File: src/hw/rtl/zld_pkg.sv
// ----------------------------------------------------------------------------
// zld_pkg
// Shared types and constants for the zip local header deframer.
// ----------------------------------------------------------------------------
package zld_pkg;

    localparam int unsigned HdrBytes = 30;
    localparam int unsigned StoreBytes = HdrBytes - 1;
    localparam int unsigned CntW = $clog2(HdrBytes);
    localparam logic [CntW-1:0] CntLast = CntW'(HdrBytes - 1);

    localparam logic [31:0] SigLocal = 32'h0403_4b50;
    localparam logic [31:0] SigCentral = 32'h0201_4b50;
    localparam logic [15:0] FlagBadMask = 16'hFFFC;
    localparam logic [15:0] MaxVersionReset = 16'd20;

    // byte_kind codes
    localparam logic [2:0] KIND_HEADER = 3'd0;
    localparam logic [2:0] KIND_HEADER_LAST = 3'd1;
    localparam logic [2:0] KIND_NAME = 3'd2;
    localparam logic [2:0] KIND_EXTRA = 3'd3;
    localparam logic [2:0] KIND_PAYLOAD = 3'd4;
    localparam logic [2:0] KIND_IGNORED = 3'd5;

    // status codes
    localparam logic [1:0] ST_OK = 2'd0;
    localparam logic [1:0] ST_BAD_SIG = 2'd1;
    localparam logic [1:0] ST_UNSUPPORTED = 2'd2;

    typedef enum logic [4:0] {
        PH_HEADER  = 5'b00001,
        PH_NAME    = 5'b00010,
        PH_EXTRA   = 5'b00100,
        PH_PAYLOAD = 5'b01000,
        PH_IGNORE  = 5'b10000
    } t_phase;

    typedef struct packed {
        logic [15:0] compression_method;
        logic [31:0] crc_value;
        logic [31:0] comp_size;
        logic [31:0] raw_size;
        logic [15:0] name_length;
        logic [15:0] extra_length;
        logic [15:0] mod_time;
        logic [15:0] mod_date;
    } t_hdr_fields;

    typedef struct packed {
        logic central;
        logic bad_sig;
        logic unsupported;
    } t_hdr_chk;

    typedef struct packed {
        logic [2:0]  byte_kind;
        logic [7:0]  out_byte;
        logic        entry_end;
        logic [1:0]  status;
        t_hdr_fields fields;
    } t_result;

    // Next section that still has bytes; header when the entry is done.
    function automatic t_phase pick_phase(input logic [15:0] name_rem,
                                          input logic [15:0] extra_left,
                                          input logic [31:0] payload_left);
        t_phase ph;
        if (name_rem != '0) begin
            ph = PH_NAME;
        end else if (extra_left != '0) begin
            ph = PH_EXTRA;
        end else if (payload_left != '0) begin
            ph = PH_PAYLOAD;
        end else begin
            ph = PH_HEADER;
        end
        return ph;
    endfunction

endpackage

File: src/hw/rtl/zld_hdr_decode.sv
// ----------------------------------------------------------------------------
// zld_hdr_decode
// Splits a complete 30-byte local header into fields and checks it.
// ----------------------------------------------------------------------------
module zld_hdr_decode (
    input  logic [zld_pkg::StoreBytes-1:0][7:0] i_hdr,
    input  logic [7:0]                          i_last_byte,
    input  logic [15:0]                         i_max_version,
    output zld_pkg::t_hdr_fields                o_fields,
    output zld_pkg::t_hdr_chk                   o_chk
);

    logic [zld_pkg::HdrBytes-1:0][7:0] w;
    logic [31:0] sig;
    logic [15:0] ver;
    logic [15:0] flags;

    assign w = {i_last_byte, i_hdr};

    assign sig   = {w[3], w[2], w[1], w[0]};
    assign ver   = {w[5], w[4]};
    assign flags = {w[7], w[6]};

    assign o_fields.compression_method = {w[9], w[8]};
    assign o_fields.mod_time           = {w[11], w[10]};
    assign o_fields.mod_date           = {w[13], w[12]};
    assign o_fields.crc_value          = {w[17], w[16], w[15], w[14]};
    assign o_fields.comp_size          = {w[21], w[20], w[19], w[18]};
    assign o_fields.raw_size           = {w[25], w[24], w[23], w[22]};
    assign o_fields.name_length        = {w[27], w[26]};
    assign o_fields.extra_length       = {w[29], w[28]};

    assign o_chk.central     = (sig == zld_pkg::SigCentral);
    assign o_chk.bad_sig     = (sig != zld_pkg::SigLocal);
    assign o_chk.unsupported = (ver > i_max_version) ||
                               ((flags & zld_pkg::FlagBadMask) != '0);

endmodule

File: src/hw/rtl/zld_seq.sv
// ----------------------------------------------------------------------------
// zld_seq
// Per-byte entry sequencer: header store, section counters, sticky error.
// ----------------------------------------------------------------------------
module zld_seq (
    input  logic             i_clk,
    input  logic             i_rst_n,
    input  logic             i_advance,
    input  logic [7:0]       i_byte,
    input  logic [15:0]      i_max_version,
    output zld_pkg::t_result o_result
);

    zld_pkg::t_phase            r_phase, n_phase;
    logic [zld_pkg::CntW-1:0]   r_cnt, n_cnt;
    logic [15:0]                r_name, n_name;
    logic [15:0]                r_extra, n_extra;
    logic [31:0]                r_pay, n_pay;
    logic [1:0]                 r_err, n_err;
    logic [7:0]                 r_hdr [zld_pkg::StoreBytes];
    logic                       hdr_wr;

    logic [zld_pkg::StoreBytes-1:0][7:0] hdr_flat;
    zld_pkg::t_hdr_fields       dec_fields;
    zld_pkg::t_hdr_chk          dec_chk;
    zld_pkg::t_phase            nxt;

    always_comb begin
        for (int k = 0; k < zld_pkg::StoreBytes; k++) begin
            hdr_flat[k] = r_hdr[k];
        end
    end

    zld_hdr_decode u_dec (
        .i_hdr         (hdr_flat),
        .i_last_byte   (i_byte),
        .i_max_version (i_max_version),
        .o_fields      (dec_fields),
        .o_chk         (dec_chk)
    );

    always_comb begin
        n_phase = r_phase;
        n_cnt   = r_cnt;
        n_name  = r_name;
        n_extra = r_extra;
        n_pay   = r_pay;
        n_err   = r_err;
        hdr_wr  = 1'b0;
        nxt     = zld_pkg::PH_HEADER;
        o_result.byte_kind = zld_pkg::KIND_IGNORED;
        o_result.out_byte  = i_byte;
        o_result.entry_end = 1'b0;
        o_result.fields    = '0;
        case (r_phase)
            zld_pkg::PH_HEADER: begin
                if (r_cnt == zld_pkg::CntLast) begin
                    n_cnt = '0;
                    if (dec_chk.central) begin
                        n_phase = zld_pkg::PH_IGNORE;
                    end else if (dec_chk.bad_sig) begin
                        n_err   = zld_pkg::ST_BAD_SIG;
                        n_phase = zld_pkg::PH_IGNORE;
                    end else if (dec_chk.unsupported) begin
                        n_err   = zld_pkg::ST_UNSUPPORTED;
                        n_phase = zld_pkg::PH_IGNORE;
                    end else begin
                        o_result.byte_kind = zld_pkg::KIND_HEADER_LAST;
                        o_result.fields    = dec_fields;
                        n_name  = dec_fields.name_length;
                        n_extra = dec_fields.extra_length;
                        n_pay   = dec_fields.comp_size;
                        nxt     = zld_pkg::pick_phase(n_name, n_extra, n_pay);
                        n_phase = nxt;
                        o_result.entry_end = (nxt == zld_pkg::PH_HEADER);
                    end
                end else begin
                    hdr_wr = 1'b1;
                    n_cnt  = r_cnt + 1'b1;
                    o_result.byte_kind = zld_pkg::KIND_HEADER;
                end
            end
            zld_pkg::PH_NAME: begin
                o_result.byte_kind = zld_pkg::KIND_NAME;
                n_name  = r_name - 1'b1;
                nxt     = zld_pkg::pick_phase(n_name, r_extra, r_pay);
                n_phase = nxt;
                o_result.entry_end = (nxt == zld_pkg::PH_HEADER);
            end
            zld_pkg::PH_EXTRA: begin
                o_result.byte_kind = zld_pkg::KIND_EXTRA;
                n_extra = r_extra - 1'b1;
                nxt     = zld_pkg::pick_phase(r_name, n_extra, r_pay);
                n_phase = nxt;
                o_result.entry_end = (nxt == zld_pkg::PH_HEADER);
            end
            zld_pkg::PH_PAYLOAD: begin
                o_result.byte_kind = zld_pkg::KIND_PAYLOAD;
                n_pay   = r_pay - 1'b1;
                nxt     = zld_pkg::pick_phase(r_name, r_extra, n_pay);
                n_phase = nxt;
                o_result.entry_end = (nxt == zld_pkg::PH_HEADER);
            end
            default: begin
                n_phase = zld_pkg::PH_IGNORE;
            end
        endcase
        o_result.status = n_err;
    end

    always_ff @(posedge i_clk) begin
        if (!i_rst_n) begin
            r_phase <= zld_pkg::PH_HEADER;
            r_cnt   <= '0;
            r_name  <= '0;
            r_extra <= '0;
            r_pay   <= '0;
            r_err   <= zld_pkg::ST_OK;
        end else if (i_advance) begin
            r_phase <= n_phase;
            r_cnt   <= n_cnt;
            r_name  <= n_name;
            r_extra <= n_extra;
            r_pay   <= n_pay;
            r_err   <= n_err;
        end
    end

    // Header store: bytes 0..28; the last byte is decoded straight from input.
    always_ff @(posedge i_clk) begin
        if (i_advance && hdr_wr) begin
            r_hdr[r_cnt] <= i_byte;
        end
    end

endmodule

File: src/hw/rtl/zip_local_header_deframer.sv
// ----------------------------------------------------------------------------
// zip_local_header_deframer
// Tags every byte of a zip stream: local header, name, extra, payload or
// ignored, and reports header fields on the last byte of an accepted header.
// ----------------------------------------------------------------------------
//
//  channel | signals                                  | dir | handshake
//  --------+------------------------------------------+-----+----------------
//  in      | i_data_byte                              | in  | i_in_valid/o_in_ready
//  out     | o_byte_kind .. o_mod_date                | out | o_out_valid/i_out_ready
//  cfg     | i_cfg_wdata (max_version)                | in  | i_cfg_we, no wait
//
//  One byte per cycle sustained while the output is not stalled; an accepted
//  byte passes through the input register, then the per-byte sequencer into
//  the result register.
//  Reset (synchronous, active low) clears phase, counters, sticky error and
//  both valid flags; max_version returns to 20.
//  A stalled output holds the result register; the input register still
//  refills when its byte moves on, so a full pipe holds two transactions.
//
module zip_local_header_deframer (
    input  logic        i_clk,
    input  logic        i_rst_n,
    // input transaction
    input  logic        i_in_valid,
    output logic        o_in_ready,
    input  logic [7:0]  i_data_byte,
    // result transaction
    output logic        o_out_valid,
    input  logic        i_out_ready,
    output logic [2:0]  o_byte_kind,
    output logic [7:0]  o_out_byte,
    output logic        o_entry_end,
    output logic [1:0]  o_status,
    output logic [15:0] o_compression_method,
    output logic [31:0] o_crc_value,
    output logic [31:0] o_comp_size,
    output logic [31:0] o_raw_size,
    output logic [15:0] o_name_length,
    output logic [15:0] o_extra_length,
    output logic [15:0] o_mod_time,
    output logic [15:0] o_mod_date,
    // configuration
    input  logic        i_cfg_we,
    input  logic [15:0] i_cfg_wdata
);

    logic             r_in_valid;
    logic [7:0]       r_in_byte;
    logic             r_out_valid;
    zld_pkg::t_result r_out;
    logic [15:0]      r_max_version;

    logic             advance;
    zld_pkg::t_result seq_result;

    // The input-register byte is processed when the result register is free
    // or being drained this cycle.
    assign advance    = r_in_valid && (!r_out_valid || i_out_ready);
    assign o_in_ready = !r_in_valid || advance;

    always_ff @(posedge i_clk) begin
        if (!i_rst_n) begin
            r_max_version <= zld_pkg::MaxVersionReset;
        end else if (i_cfg_we) begin
            r_max_version <= i_cfg_wdata;
        end
    end

    always_ff @(posedge i_clk) begin
        if (!i_rst_n) begin
            r_in_valid <= 1'b0;
        end else if (o_in_ready) begin
            r_in_valid <= i_in_valid;
        end
    end

    always_ff @(posedge i_clk) begin
        if (o_in_ready && i_in_valid) begin
            r_in_byte <= i_data_byte;
        end
    end

    zld_seq u_seq (
        .i_clk         (i_clk),
        .i_rst_n       (i_rst_n),
        .i_advance     (advance),
        .i_byte        (r_in_byte),
        .i_max_version (r_max_version),
        .o_result      (seq_result)
    );

    // Result register
    always_ff @(posedge i_clk) begin
        if (!i_rst_n) begin
            r_out_valid <= 1'b0;
        end else if (advance) begin
            r_out_valid <= 1'b1;
        end else if (i_out_ready) begin
            r_out_valid <= 1'b0;
        end
    end

    always_ff @(posedge i_clk) begin
        if (advance) begin
            r_out <= seq_result;
        end
    end

    assign o_out_valid          = r_out_valid;
    assign o_byte_kind          = r_out.byte_kind;
    assign o_out_byte           = r_out.out_byte;
    assign o_entry_end          = r_out.entry_end;
    assign o_status             = r_out.status;
    assign o_compression_method = r_out.fields.compression_method;
    assign o_crc_value          = r_out.fields.crc_value;
    assign o_comp_size          = r_out.fields.comp_size;
    assign o_raw_size           = r_out.fields.raw_size;
    assign o_name_length        = r_out.fields.name_length;
    assign o_extra_length       = r_out.fields.extra_length;
    assign o_mod_time           = r_out.fields.mod_time;
    assign o_mod_date           = r_out.fields.mod_date;

endmodule

File: config.mk
export PLATFORM = sky130hd
export DESIGN_NAME = zip_local_header_deframer
export DESIGN_NICKNAME = d
export VERILOG_FILES = /design/src/hw/rtl/zld_pkg.sv /design/src/hw/rtl/zld_hdr_decode.sv /design/src/hw/rtl/zld_seq.sv /design/src/hw/rtl/zip_local_header_deframer.sv
export SDC_FILE = /design/constraint.sdc
export NUM_CORES = 1
export LEC_CHECK = 0
export CAP_MARGIN = 20
export CORE_ASPECT_RATIO = 0.6
export CORE_MARGIN = 4
export CORE_UTILIZATION = 37
export DETAILED_ROUTE_END_ITERATION = 16
export DONT_BUFFER_PORTS = 1
export PLACE_DENSITY = 0.51
export SYNTH_ARGS = -nofsm -noshare
export SYNTH_HDL_FRONTEND = slang
export SYNTH_HIERARCHICAL = 1
export SYNTH_SLANG_ARGS = --single-unit
export TNS_END_PERCENT = 20
File: constraint.sdc
create_clock -name i_clk -period 12.55 [get_ports i_clk]
set_input_delay 0.6275 -clock i_clk [delete_from_list [all_inputs] [get_ports i_clk]]
set_output_delay 0.6275 -clock i_clk [all_outputs]
set_load 0.005 [all_outputs]
==> impl_metrics.py, run 1 <==
metrics = {
    "sta": {
        "layout_min_cycle_time_ns": 4.31,
        "hold_viol_final": 0,
        "rsz0062_at_grt": "no",
        "setup_viol": 0,
        "worst_slack_ns": 8.24,
        "worst_slew_pin_slew_ns": 1.05,
        "fmax_mhz": 232,
        "post-route-period-util_pct": 34.4,
        "maxSlewViolCount": 0,
        "setup-tns-final_ns": 0,
        "skew_ns": 0.0176,
        "relSlewSlack_pct": 29.8,
    },
    "floorplanning": {
        "dieArea_um2": 64800,
        "dieWidth_um": 326,
        "initial_core_util_pct": 37.7,
        "die_y_um": 199,
        "io_pins": 221,
        "core_area_um2": 59700,
        "rows": 69,
    },
    "final_layout": {
        "areaGrowthSynthToFinish_pct": 5.83,
        "finalInstanceArea_um2": 23800,
        "fin_util_pct": 39.8,
        "fin_cells": 2472,
        "drive_gt1_share_pct": 7.86,
        "fin_nets": 1668,
    },
    "global_route": {
        "grt_pass1_vias": 12350,
        "grt_max_degree": 117,
        "track_usage_pct": 16.4,
        "antenna_found_initial": 3,
        "overflow": 0,
        "grt_pass1_wl_um": 80000,
    },
    "synth": {
        "syn_nets": 1854,
        "syn_area_per_cell_um2": 12.5,
        "synth_warnings": 6,
        "syn_area_um2": 22500,
        "synth_cells": 1798,
    },
    "placement": {
        "post_dp_cell_area_um2": 22000,
        "post-place-ws_ns": 8.24,
        "io_buffers": 0,
        "dp.cells": 2374,
        "dp_hpwl_um": 33200,
        "gp_congestion": 0.849,
    },
    "clocking": {
        "clockRootBuffer": "clkbuf_16",
        "clk_path_buf_depth": 3,
        "cts_tree": "built",
        "cts_resized": 0,
        "clkLatencyLatePin_ns": 0.60,
        "cts_buffers": 50,
        "cts_hold_buf": 0,
        "htree_levels": 2,
        "clk_pin_slew_ns": 0.06,
        "cts_num_sinks": 522,
        "post_cts_buffers": 0,
    },
    "min_path": {
        "hold_depth": 1,
        "min_path_type": "in -> reg",
    },
    "critical_path": {
        "critPathRequiredTime_ns": 13.01,
        "slowest_delay_ns": 0.77,
        "crit_type": "reg -> reg",
        "crit_arrival_ns": 4.77,
        "critPathMostFrequentCell": "buf_4",
        "cp-start-kind": "register",
        "worstRegToRegCells": 10,
        "cp_max_fo": 116,
        "crit_slowest_cell": "buf_4",
        "crit_chain": "ha_1 -> nand4_1 -> or4_1 -> nor2_1 -> a31oi_1 -> or3_1 -> nor2_4 -> buf_4 -> buf_4 -> and2_1",
        "end_kind": "register",
    },
    "route": {
        "vias_per_cell": 5.16,
        "wl_per_cell_um": 22.0,
        "ant_nets": 0,
        "drc": 0,
        "dr.pass1.iters": 5,
        "first_iter_violations": 1080,
        "vias": 12762,
        "routed_wl_um": 54400,
    },
    "flow_run": {
        "max_cap_viol_count": 0,
    },
    "power_and_ir_drop": {
        "peakVddDrop_mv": 0.0986,
        "powerDensity_nw_per_um2": 152,
        "p_leak_nw": 7.80,
    },
    "status": {
        "status": "finished clean",
    },
}
[final timing paths]
kind / to / slack (ns) / from
worst max-delay path: o_raw_size[0]$_DFFE_PP_ / 8.24 / u_seq/r_hdr[5][3]$_DFFE_PP_
worst min-delay path: r_max_version[2]$_SDFFE_PN1P_ / 0.12 / i_rst_n
worst max register to register: o_raw_size[0]$_DFFE_PP_ / 8.24 / u_seq/r_hdr[5][3]$_DFFE_PP_
worst min register to register: r_max_version[4]$_SDFFE_PN1P_ / 0.49 / r_max_version[4]$_SDFFE_PN1P_
[where the power goes]
part	internal, mW	switching, mW
sequential	1.91	0.0241
combinational	0.0128	0.0550
clock	0.956	0.659
[per-layer routing]
layer	vias to the layer above	part of all wire [%]	global-route usage [%]
met3	74	6.8	3.89
met1	6316	50	24.7
met2	391	41	23.5
met4	0	2.1	4.45
li1	5981	-	-
met5	-	0	0
[through the flow]
step,hold slack [ns],power (mW)
floorplan,0.441,2.01
CTS,0.0571,3.68
global route,0.0747,3.76
detailed placement,0.475,2.04
finish,0.116,3.62
global placement,0.462,2.04
[layout make-up]
class | count | area, µm²
tap | 816 | 1020
clock inverter | 32 | 437
multi-input combinational | 978 | 5900
clock buffer | 62 | 1320
fill | 5537 | 35900
antenna | 2 | 5.00
inverter | 36 | 135
sequential | 522 | 14700
timing repair buffer | 24 | 216
[cell usage in the layout, fill, tap and decap left out, types with 12 or more instances in the layout]
cell type	instances
buf_4	20
or3_1	12
inv_1	35
nor2_1	138
edfxtp_1	428
dfxtp_1	94
a21oi_1	90
o21ai_0	76
nor3_1	44
mux2i_1	17
clkbuf_16	51
ha_1	27
a211oi_1	12
a22oi_1	22
and2_1	181
nand3_1	21
nand4_1	19
nor4_1	38
nor2b_1	23
nand2_1	92
[sequential cells by signal (all words and copies together), names as in the netlist, 32 cells and up]
register     flops
o_comp_size     32
o_crc_value     32
o_raw_size      32
u_seq/r_hdr    230
u_seq/r_pay     32
[worst max-delay path, delay by kind of cell, from the launching register on]
family	cells	cell delay [ns]
AO/OA/AOI/OAI	1	0.11
buffers and inverters	2	1.18
adder cells (fa/ha/maj)	1	0.34
flip-flops	1	0.37
AND/OR/NAND/NOR	6	2.01
No activity file was read; power rests on OpenSTA's default activity.
==> inputs of run 2 (changes only) <==
clock period = 4.01 ns   (was 12.55 ns; I/O delays follow)
==> impl_metrics.py, run 2 (synthesis results as in run 1) <==
metrics = {
    "sta": {
        "relSlewSlack_pct": 31.2,
        "post-route-period-util_pct": 88.7,
        "hold_viol_final": 0,
        "rsz0062_at_grt": "no",
        "whs_ns": 0.0662,
        "skew_ns": 0.0305,
        "worst_slew_pin_slew_ns": 1.03,
        "setup_viol": 0,
        "layout_min_cycle_time_ns": 3.56,
        "worst_slack_ns": 0.455,
        "maxSlewViolCount": 0,
        "fmax_mhz": 281,
    },
    "global_route": {
        "grt_max_degree": 133,
        "overflow": 0,
        "grt_util_met3_pct": 3.85,
        "track_usage_pct": 16.8,
        "grt_pass1_wl_um": 82100,
        "grt_pass1_vias": 12557,
        "grt_busiest_layer": "met1",
        "grtUsageMet1_pct": 25.7,
        "antenna_found_initial": 2,
        "grt_util_met2_pct": 23.8,
    },
    "final_layout": {
        "final_common_cell": "edfxtp_1",
        "finalInstanceArea_um2": 24500,
        "regMostFlops": "u_seq/r_hdr",
        "layout_common_cells": "edfxtp_1 (428), and2_1 (181), nor2_1 (108), dfxtp_1 (93), a21oi_1 (90)",
        "drive_gt1_share_pct": 10.2,
        "fin_nets": 1724,
        "fin_cells": 2526,
        "fin_util_pct": 41.1,
        "areaGrowthSynthToFinish_pct": 9.06,
        "largest_reg_flops": 230,
    },
    "placement": {
        "dp.cells": 2381,
        "gp_congestion": 0.865,
        "post-place-ws_ns": 0.452,
        "io_buffers": 0,
        "dp_hpwl_um": 33300,
        "post_dp_cell_area_um2": 22300,
    },
    "critical_path": {
        "end_kind": "register",
        "cp_max_fo": 21,
        "critPathRequiredTime_ns": 4.48,
        "crit_type": "reg -> reg",
        "cp-start-kind": "register",
        "crit_arrival_ns": 4.02,
    },
    "min_path": {
        "min_path_type": "in -> reg",
    },
    "floorplanning": {
        "core_area_um2": 59700,
        "rows": 69,
        "initial_core_util_pct": 37.7,
        "dieArea_um2": 64800,
        "dieWidth_um": 326,
        "die_y_um": 199,
        "io_pins": 221,
    },
    "route": {
        "vias": 13002,
        "wl_per_cell_um": 21.8,
        "routed_wl_um": 55000,
        "vias_per_cell": 5.15,
        "ant_nets": 0,
        "first_iter_violations": 1216,
        "dr.pass1.iters": 5,
        "drc": 0,
    },
    "clocking": {
        "clk_pin_slew_ns": 0.07,
        "clk_path_buf_depth": 3,
        "clkLatencyLatePin_ns": 0.61,
        "clockRootBuffer": "clkbuf_16",
        "cts_buffers": 49,
        "htree_levels": 2,
        "cts_resized": 0,
        "cts_num_sinks": 522,
        "cts_tree": "built",
    },
    "power_and_ir_drop": {
        "p_leak_nw": 8.05,
        "powerDensity_nw_per_um2": 455,
        "peakVddDrop_mv": 0.291,
    },
    "flow_run": {
        "max_cap_viol_count": 0,
    },
    "status": {
        "status": "finished clean",
    },
}
## run 2: changes by cell type in the layout (fill, tap and decap cells not counted), sizes merged
cell         previous run  this run
inv                    36        38
clkinv                 18        21
bufinv                 10         7
dlygate4sd3             0        51
buf                    24        30
clkbuf                 62        57
## run 2: worst paths after layout
| kind | from | end | slack (ns) | cells past startpoint |
|---|---|---|---|---|
| hold / removal | i_rst_n | u_seq/r_extra[7]$_SDFFE_PN0P_ | 0.07 | 3 |
| setup reg to reg | u_seq/r_hdr[4][1]$_DFFE_PP_ | u_seq/r_pay[31]$_SDFFE_PN0P_ | 0.45 | 11 |
| setup / recovery | u_seq/r_hdr[4][1]$_DFFE_PP_ | u_seq/r_pay[31]$_SDFFE_PN0P_ | 0.45 | 11 |
| hold reg to reg | u_seq/r_err[0]$_SDFFE_PN0P_ | u_seq/r_err[0]$_SDFFE_PN0P_ | 0.49 | 2 |
## run 2: worst max-delay path, cell delays in order, from the launching register on
cell      delay (ns)
edfxtp_1        0.38
ha_1            0.29
nor2b_1         0.13
o211ai_1        0.11
a2111o_1        0.37
a31oi_1         0.44
or3_1           0.32
nor2_1          0.16
o21ai_2         0.81
nor2_1          0.12
o22ai_1         0.20
nor2_1          0.06
## run 2: area by class of cell
class                   count  area [µm²]
multi-input cells         978        6180
inverters                  36         135
fillers                  5507       35200
clock buffers              57        1270
clock inverters            34         372
diodes                      2        5.00
repair buffers             81         786
well taps                 816        1020
flip-flops and latches    522       14700
## run 2: power by group
part / switching (mW) / internal (mW)
clock: 2.09 / 2.73
sequential: 0.0727 / 5.98
combinational: 0.196 / 0.0845
## run 2: what timing repair did
action | 4_1_cts | 5_1_grt
setup buffers | 0 | 0
endpoints found under the hold margin | 43 | 0
hold buffers | 52 | 0
## run 2: stage by stage
step / setup TNS [ns] / power (mW)
floorplan: -224.30 / 6.29
global placement: 0 / 6.41
detailed placement: 0 / 6.41
CTS: 0 / 11.3
global route: 0 / 11.6
finish: 0 / 11.1
## run 2: per-layer routing
| metal | part of all wire [%] | wire (µm) | vias to the layer above |
|---|---|---|---|
| met3 | 6.6 | 3640 | 67 |
| met1 | 50 | 27600 | 6446 |
| met2 | 41 | 22700 | 400 |
| met5 | 0 | 0 | - |
| li1 | - | - | 6089 |
| met4 | 2.0 | 1090 | 0 |
==> inputs of run 3 (changes only) <==
clock period = 3.28 ns   (was 4.01 ns; I/O delays follow)
==> impl_metrics.py, run 3 (synthesis results as in run 1) <==
metrics = {
    "sta": {
        "maxSlewViolCount": 0,
        "relSlewSlack_pct": 23.9,
        "worst_slew_pin_slew_ns": 1.13,
        "post-route-period-util_pct": 97.6,
        "fmax_mhz": 312,
        "whs_ns": 0.0545,
        "layout_min_cycle_time_ns": 3.20,
        "rsz0062_at_grt": "yes",
        "skew_ns": 0.0211,
        "hold_viol_final": 0,
        "setup_viol": 0,
    },
    "route": {
        "first_iter_violations": 1175,
        "routed_wl_um": 56400,
        "dr.pass1.iters": 5,
        "route.met2.wl_um": 23200,
        "wl_per_cell_um": 21.9,
        "vias": 13277,
        "ant_nets": 0,
        "top_layer": "met4",
        "dr_wl_met3_um": 3570,
        "vias_per_cell": 5.16,
        "drc": 0,
        "met1_length_um": 28600,
    },
    "final_layout": {
        "drive_gt1_share_pct": 13.1,
        "n_fill_cell": 5460,
        "final_common_cell": "edfxtp_1",
        "fin_cells": 2573,
        "layout_common_cells": "edfxtp_1 (428), and2_1 (181), nor2_1 (107), dfxtp_1 (92), a21oi_1 (89)",
        "multi_input_area_um2": 6220,
        "regArea_um2": 14700,
        "finalInstanceArea_um2": 25100,
        "regMostFlops": "u_seq/r_hdr",
        "areaGrowthSynthToFinish_pct": 11.7,
        "largest_reg_flops": 230,
        "fin_nets": 1768,
    },
    "clocking": {
        "clk_pin_slew_ns": 0.06,
        "cts_buffers": 51,
        "htree_levels": 2,
        "clk_path_buf_depth": 3,
        "cts_tree": "built",
        "clockRootBuffer": "clkbuf_16",
        "clkLatencyLatePin_ns": 0.62,
        "cts_num_sinks": 522,
    },
    "critical_path": {
        "cp-start-kind": "register",
        "crit_slowest_cell": "or4_1",
        "critPathRequiredTime_ns": 3.83,
        "crit_family": "simple AND/OR/NAND/NOR gates",
        "end_kind": "register",
        "cp_max_fo": 20,
        "critPathMostFrequentCell": "nor2_1",
        "slowest_delay_ns": 0.50,
        "critPathBufInv": 2,
        "crit_arrival_ns": 3.75,
        "crit_type": "reg -> reg",
        "crit_chain": "ha_1 -> nand4_1 -> or4_1 -> nor2_1 -> a31oi_2 -> or3_4 -> or2_4 -> a21oi_4 -> buf_12 -> clkbuf_16 -> o21a_1 -> o22ai_1 -> nor2_1",
    },
    "placement": {
        "gp_congestion": 0.855,
        "dp_hpwl_um": 34600,
        "dp.cells": 2424,
        "io_buffers": 0,
        "post_dp_cell_area_um2": 22700,
    },
    "global_route": {
        "grt_max_degree": 129,
        "overflow": 0,
        "grt_pass1_wl_um": 83900,
        "antenna_found_initial": 3,
        "grt_pass1_vias": 12857,
        "track_usage_pct": 17.1,
    },
    "power_and_ir_drop": {
        "powerDensity_nw_per_um2": 552,
        "intPower_mw": 10.9,
        "peakVddDrop_mv": 0.462,
        "p_sw_share_pct": 21.1,
        "clkPwrFrac_pct": 44.1,
        "p_leak_nw": 8.33,
        "sequentialPowerShare_pct": 53.4,
        "comb_power_share_pct": 2.5,
        "p_sw_mw": 2.92,
    },
    "floorplanning": {
        "die_y_um": 199,
        "dieArea_um2": 64800,
        "rows": 69,
        "core_area_um2": 59700,
        "initial_core_util_pct": 37.7,
        "dieWidth_um": 326,
        "io_pins": 221,
    },
    "flow_run": {
        "max_cap_viol_count": 0,
    },
    "min_path": {
        "min_path_type": "in -> reg",
    },
    "status": {
        "status": "finished clean",
    },
}
-- run 3: cell count changes in the layout (fill, tap and decap cells not counted), sizes merged --
cell and delta:
clkbuf +12, dlygate4sd3 -6, inv +1, clkinv -6, buf +46
-- run 3: through the flow --
step                      TNS (ns)  utilization, %  setup slack (ns)  total power, mW
after floorplan            -525.02               -             -1.53             7.69
after global placement     -0.0132            38.1           -0.0132             7.84
after detailed placement    -0.973            38.1           -0.0697             7.84
after CTS                        0            41.8            0.0415             14.1
after global routing        -0.365            42.0           -0.0562             14.4
final                            0            42.0            0.0784             13.8
-- run 3: metal layers --
| metal | track usage, % | vias up |
|---|---|---|
| met5 | 0 | - |
| met4 | 4.24 | 0 |
| met3 | 3.63 | 73 |
| met2 | 24.5 | 419 |
| met1 | 26.3 | 6601 |
| li1 | - | 6184 |
-- run 3: final timing paths --
| path | startpoint | to | slack (ns) | cells after the start |
|---|---|---|---|---|
| min reg2reg | u_seq/r_err[0]$_SDFFE_PN0P_ | u_seq/r_err[0]$_SDFFE_PN0P_ | 0.49 | 2 |
| max | u_seq/r_hdr[4][7]$_DFFE_PP_ | u_seq/r_pay[19]$_SDFFE_PN0P_ | 0.08 | 13 |
| min | i_rst_n | u_seq/r_phase[1]$_SDFFE_PN0P_ | 0.05 | 3 |
| max reg2reg | u_seq/r_hdr[4][7]$_DFFE_PP_ | u_seq/r_pay[19]$_SDFFE_PN0P_ | 0.08 | 13 |
-- run 3: worst reg2reg max path, delay by kind of cell, from the launching register on --
| kind | cells | cell delay, ns |
|---|---|---|
| DFF | 1 | 0.36 |
| buffers and inverters | 2 | 0.34 |
| adders and majority gates | 1 | 0.32 |
| AOI/OAI and AO/OA | 4 | 0.53 |
| and+or+nand+nor | 6 | 1.58 |
-- run 3: power by group through the flow --
stage / clock network [mW] / registers (mW) / logic, mW
finish: 6.11 / 7.40 / 0.341
global route: 6.58 / 7.41 / 0.376
CTS: 6.31 / 7.40 / 0.353
detailed placement: 0 / 7.54 / 0.293
global placement: 0 / 7.55 / 0.290
floorplan: 0 / 7.53 / 0.158
-- run 3: what timing repair did --
action	in CTS	in global routing
cloned	0	2
setup endpoints to repair	28	44
hold buffers	46	0
hold endpoints to repair	43	0
pin swaps	0	7
resized for setup	4	8
setup buffers	0	3
-- run 3: area by class of cell --
type / instances / area share [%]
Sequential cell: 522 / 58.8
Multi-Input combinational cell: 978 / 24.8
Clock buffer: 67 / 5.45
Timing Repair Buffer: 123 / 4.93
Tap cell: 816 / 4.07
Clock inverter: 29 / 1.46
Inverter: 36 / 0.539
Antenna cell: 2 / 0.0200
